<file path="src/sv/page_bitmap_best_fit_allocator_defines.svh">
// assertion macros for the page bitmap allocator
// used by the top level only, needs clk_i and rst_ni in scope
`ifndef PAGE_BITMAP_BEST_FIT_ALLOCATOR_DEFINES_SVH
`define PAGE_BITMAP_BEST_FIT_ALLOCATOR_DEFINES_SVH

// same-cycle implication
`define PBA_ASSERT_NOW(lbl, ante, cons) \
  lbl: assert property (@(posedge clk_i) disable iff (!rst_ni) (ante) |-> (cons)) \
    else $error("pba assertion failed");

// next-cycle implication
`define PBA_ASSERT_NEXT(lbl, ante, cons) \
  lbl: assert property (@(posedge clk_i) disable iff (!rst_ni) (ante) |=> (cons)) \
    else $error("pba assertion failed");

`endif

</file>
<file path="src/sv/pba_pkg.sv">
// shared types and constants of the page bitmap allocator
// no dependencies
package pba_pkg;

  localparam int unsigned PAGE_COUNT_DEF = 65536;
  localparam int unsigned PAGE_SHIFT     = 12;
  localparam int unsigned ADDR_W         = 28;
  localparam int unsigned LEN_W          = 29;
  localparam int unsigned ADDR_PAGE_W    = 16;
  localparam int unsigned CNT_W          = 18;
  localparam int unsigned MAP_WORD_W     = 64;

  localparam logic [1:0] OP_MARK_USED = 2'd0;
  localparam logic [1:0] OP_MARK_FREE = 2'd1;
  localparam logic [1:0] OP_ALLOC     = 2'd2;
  localparam logic [1:0] OP_FREE_PAGE = 2'd3;

  localparam logic [1:0] ST_OK    = 2'd0;
  localparam logic [1:0] ST_NOFIT = 2'd1;
  localparam logic [1:0] ST_ZERO  = 2'd2;

  typedef struct packed {
    logic load;
    logic init_wr;
    logic mk_rd;
    logic mk_wr;
    logic sc_start;
    logic sc_rd;
    logic sc_step;
    logic sc_close;
    logic alloc_mark;
    logic set_zero;
    logic set_nofit;
    logic out_load;
  } pba_cmd_t;

  typedef struct packed {
    logic init_last;
    logic is_alloc;
    logic len_zero;
    logic mk_skip;
    logic mk_last;
    logic chunk_last;
    logic word_last;
    logic found;
  } pba_sts_t;

endpackage

</file>
<file path="src/sv/pba_ctrl.sv">
// controller state machine of the page bitmap allocator
// depends on pba_pkg
module pba_ctrl import pba_pkg::*; (
  input  logic     clk_i,
  input  logic     rst_ni,
  input  logic     in_valid_i,
  output logic     in_ready_o,
  output logic     out_valid_o,
  input  logic     out_ready_i,
  input  pba_sts_t sts_i,
  output pba_cmd_t cmd_o
);

  typedef enum logic [9:0] {
    S_INIT    = 10'b0000000001,
    S_IDLE    = 10'b0000000010,
    S_DISP    = 10'b0000000100,
    S_MK_RD   = 10'b0000001000,
    S_MK_WR   = 10'b0000010000,
    S_SC_RD   = 10'b0000100000,
    S_SCAN    = 10'b0001000000,
    S_SC_END  = 10'b0010000000,
    S_SC_DONE = 10'b0100000000,
    S_RESP    = 10'b1000000000
  } state_e;

  state_e state_q, state_d;
  logic   out_valid_q, out_valid_d;

  always_comb begin
    state_d = state_q;
    cmd_o   = '0;
    case (state_q)
      S_INIT: begin
        cmd_o.init_wr = 1'b1;
        if (sts_i.init_last) state_d = S_IDLE;
      end
      S_IDLE: begin
        if (in_valid_i) begin
          cmd_o.load = 1'b1;
          state_d    = S_DISP;
        end
      end
      S_DISP: begin
        if (sts_i.is_alloc) begin
          if (sts_i.len_zero) begin
            cmd_o.set_zero = 1'b1;
            state_d        = S_RESP;
          end else begin
            cmd_o.sc_start = 1'b1;
            state_d        = S_SC_RD;
          end
        end else if (sts_i.mk_skip) begin
          state_d = S_RESP;
        end else begin
          state_d = S_MK_RD;
        end
      end
      S_MK_RD: begin
        cmd_o.mk_rd = 1'b1;
        state_d     = S_MK_WR;
      end
      S_MK_WR: begin
        cmd_o.mk_wr = 1'b1;
        state_d     = sts_i.mk_last ? S_RESP : S_MK_RD;
      end
      S_SC_RD: begin
        cmd_o.sc_rd = 1'b1;
        state_d     = S_SCAN;
      end
      S_SCAN: begin
        cmd_o.sc_step = 1'b1;
        if (sts_i.chunk_last && sts_i.word_last) state_d = S_SC_END;
      end
      S_SC_END: begin
        cmd_o.sc_close = 1'b1;
        state_d        = S_SC_DONE;
      end
      S_SC_DONE: begin
        if (sts_i.found) begin
          cmd_o.alloc_mark = 1'b1;
          state_d          = S_MK_RD;
        end else begin
          cmd_o.set_nofit = 1'b1;
          state_d         = S_RESP;
        end
      end
      S_RESP: begin
        if (!out_valid_q || out_ready_i) begin
          cmd_o.out_load = 1'b1;
          state_d        = S_IDLE;
        end
      end
      default: state_d = S_INIT;
    endcase
  end

  always_comb begin
    out_valid_d = out_valid_q;
    if (cmd_o.out_load) out_valid_d = 1'b1;
    else if (out_ready_i) out_valid_d = 1'b0;
  end

  always_ff @(posedge clk_i or negedge rst_ni) begin
    if (!rst_ni) begin
      state_q     <= S_INIT;
      out_valid_q <= 1'b0;
    end else begin
      state_q     <= state_d;
      out_valid_q <= out_valid_d;
    end
  end

  assign in_ready_o  = (state_q == S_IDLE);
  assign out_valid_o = out_valid_q;

endmodule

</file>
<file path="config.mk">
export PLATFORM = sky130hd
export DESIGN_NAME = pba_ctrl
export DESIGN_NICKNAME = d
export VERILOG_FILES = /design/src/sv/page_bitmap_best_fit_allocator_defines.svh /design/src/sv/pba_pkg.sv /design/src/sv/pba_ctrl.sv
export SDC_FILE = /design/constraint.sdc
export NUM_CORES = 1
export LEC_CHECK = 0
export BUFFER_PORTS_ARGS = -buffer_cell sky130_fd_sc_hd__buf_2
export CORE_MARGIN = 3
export CORE_UTILIZATION = 44
export CTS_CLUSTER_DIAMETER = 100
export DETAILED_ROUTE_END_ITERATION = 8
export HOLD_SLACK_MARGIN = 0.06
export PLACE_DENSITY = 0.71
export SLEW_MARGIN = 5
export SYNTH_ARGS = -nofsm -noshare
export SYNTH_HDL_FRONTEND = slang
export SYNTH_SLANG_ARGS = --single-unit
</file>
<file path="constraint.sdc">
create_clock -name clk_i -period 2.05 [get_ports clk_i]
set_input_delay 0.41 -clock clk_i [delete_from_list [all_inputs] [get_ports clk_i]]
set_output_delay 0.41 -clock clk_i [all_outputs]
set_load 0.03 [all_outputs]
</file>
==> reports/qor.yml <==
cts_root_buffer: "clkbuf_4"
irDropWorstVdd_v: 0.000791
grtUsageTotal: 0.208
antenna_found_initial: 0
dieArea_um2: 2390
design_area_um2: 1310
tritoncts: "yes"
drtIter0Drc: 20
overflow: 0
cp.arrival_ns: 1.99
routed_wl_mm: 2.50
hp-class: "input pin to register"
p_leak_uw: 0.000622
end_kind: "primary output"
gp_congestion: 0.813
grt_pass1_wl_mm: 3.84
period_share: 1.17
ys_types: 42
post_drt_wl_per_cell_um: 15.5
nNetsFinal: 151
period_needed_ns: 2.40
ys_async_sr_fraction: 1.00
die_w_um: 48.9
cts_sinks: 11
synth_edf_count: 0
post_drt_via_cell_ratio: 5.59
fin_skew_ns: 0.00393
syn_area_um2: 811
violations: "setup timing"
critPathSlowestCell: "or4_4"
syn_to_final_growth_pct: 61.7
portBuffers: 25
worst_setup_path_start_kind: "register"
nFillCells: 115
yosysWarnings: 0
ant_nets: 0
hold_viol_final: 0
crit_start: "state_q[0]"
boundaryPins: 26
place_area_um2: 1110
max_slew_margin: 0.813
clk_pin_slew_ns: 0.07
status: "finished, violations left"
ff2ff_path_depth: 7
initial_core_util: 0.503
synth-seq-cells: 11
crit_path_end: "cmd_o[1]"
grt_pass1_vias: 850
yosysSeqAreaShare: 0.341
die_y_um: 48.9
cts_made_buffers: 3
drc: 0
cts_htree_levels: 1
syn-num-nets: 100
place_ws_ns: -0.129
ys.flop_type: "dfrtp_1"
report.final.slew_viol_count: 0
postLayoutSetupSlackWorst_ns: -0.347
dp_hpwl_mm: 1.62
core_um2: 1610
placementRows: 14
rrSetupSlack_ns: 0.05
max_stage_delay_ns: 0.56
fmax_mhz: 417
netlist_instances: 88
cts_buffer_depth: 2
diodes: 0
cap_violations: 0
vias: 905
critPathRequiredTime_ns: 1.64
setup_tns_ns: -3.26
grt_start_max_net_pins: 12
drtPass1Iterations: 4
rsz0062_at_grt: "true"
critical_path_class: "register to primary output"
drive_gt1_frac: 0.551
r2r_start: "state_q[0]"
syn_area_per_cell_um2: 9.21
crit_chain: "or4_4 > or3_4 > nor4_4 > buf_4"
cp_max_fo: 3
worst_slew_pin_slew_ns: 0.276
clk_latency_ns: 0.27
utilization: 0.814
setup_viol: 13
fin_hold_ws_ns: 0.299
power_density_nw_per_um2: 885
timing.rr.end: "state_q[3]"
==> what timing repair did <==
| item | CTS | global route |
|---|---|---|
| pin swaps | 9 | 4 |
| endpoints found under the hold margin | 10 | 0 |
| gates cloned | 0 | 0 |
| setup endpoints to repair | 14 | 14 |
| hold buffers | 1 | 0 |
| buffers inserted | 4 | 4 |
| gates resized for setup | 23 | 5 |
==> cell families after synthesis <==
| logic type | Yosys count | share of synthesized area |
|---|---|---|
| buffers and inverters | 13 | 0.0787 |
| XOR/XNOR | 3 | 0.0324 |
| AO/OA/AOI/OAI | 15 | 0.136 |
| flip-flops | 11 | 0.341 |
| multiplexers | 1 | 0.0123 |
| AND/OR/NAND/NOR | 45 | 0.400 |
==> stage by stage <==
step / total power (uW) / std cells
CTS: 1070 / 158
finish: 1160 / 162
global placement: 779 / 149
global route: 1240 / 162
floorplan: 607 / 88
detailed placement: 786 / 149
==> sequential cells by signal, summed over array words and instances, names as in the netlist <==
register,cells
out_valid_o,1
state_q,10
==> final cells by class <==
| cell class | instances | area [um^2] | area share |
|---|---|---|---|
| multi-input combinational | 64 | 553 | 0.422 |
| timing repair buffer | 52 | 398 | 0.303 |
| sequential | 11 | 277 | 0.211 |
| tap | 24 | 30.0 | 0.0229 |
| inverter | 7 | 26.3 | 0.0200 |
| clock buffer | 3 | 22.5 | 0.0172 |
| clock inverter | 1 | 5.00 | 0.00382 |
==> critical path: cells and delay by family (launching register included) <==
kind / cells / cell delay (ns)
buffers and inverters: 1 / 0.20
and+or+nand+nor: 3 / 1.13
DFF: 1 / 0.39
==> cells in the final DEF (no fill, tap or decap), types with 2 or more instances in the layout <==
| cell type | instances |
|---|---|
| o32ai_1 | 2 |
| nor2b_1 | 2 |
| or4_4 | 2 |
| a31oi_1 | 2 |
| nor3_2 | 2 |
| clkbuf_4 | 3 |
| inv_1 | 7 |
| nor4_4 | 2 |
| o21ai_0 | 4 |
| nand4b_1 | 3 |
| a21oi_1 | 2 |
| nand2_1 | 3 |
| buf_6 | 10 |
| buf_4 | 28 |
| nor3b_2 | 2 |
| xnor2_1 | 2 |
| nor2_1 | 4 |
| dfrtp_1 | 10 |
| buf_2 | 13 |
| and4b_1 | 2 |
| nand3b_1 | 2 |
| nor3_1 | 2 |
==> synth_stat cells, drive strengths merged (2+ instances only) <==
library cell,n,area share
dfrtp,10,0.31
inv,7,0.032
buf,5,0.042
nor2,5,0.023
nor3,5,0.045
nor3b,4,0.037
o21ai,4,0.025
and2,3,0.023
and4b,3,0.039
nand2,3,0.014
nand4b,3,0.032
o32ai,3,0.042
or3,3,0.031
a21oi,2,0.012
a31oi,2,0.015
nand3,2,0.012
nand3b,2,0.019
nor2b,2,0.015
nor4,2,0.015
nor4b,2,0.022
or4,2,0.028
xnor2,2,0.022
==> routing by layer <==
layer,wire length [um],vias to the layer above,track usage
li1,-,426,-
met1,1070,445,0.257
met2,1280,32,0.353
met3,145,2,0.0612
met4,11,0,0.0521
met5,0,-,0
==> report_power, final <==
| part | internal, uW | switching, uW | leakage (uW) |
|---|---|---|---|
| Clock | 72.3 | 82.2 | 0.0000177 |
| Combinational | 377 | 358 | 0.000456 |
| Sequential | 251 | 19.9 | 0.000149 |
| Total | 700 | 460 | 0.000622 |
==> worst min path at each step <==
stage | slack [ns] | to | cells after the start | start
final | 0.30 | state_q[0] | 2 | sts_i[7]
after global routing | 0.30 | state_q[0] | 2 | sts_i[7]
after CTS | 0.30 | state_q[0] | 2 | sts_i[7]
after detailed placement | 0.29 | state_q[2] | 1 | rst_ni
after global placement | 0.29 | state_q[2] | 1 | rst_ni
after floorplan | 0.11 | out_valid_o | 0 | rst_ni
(Power assumes the default switching activity.)
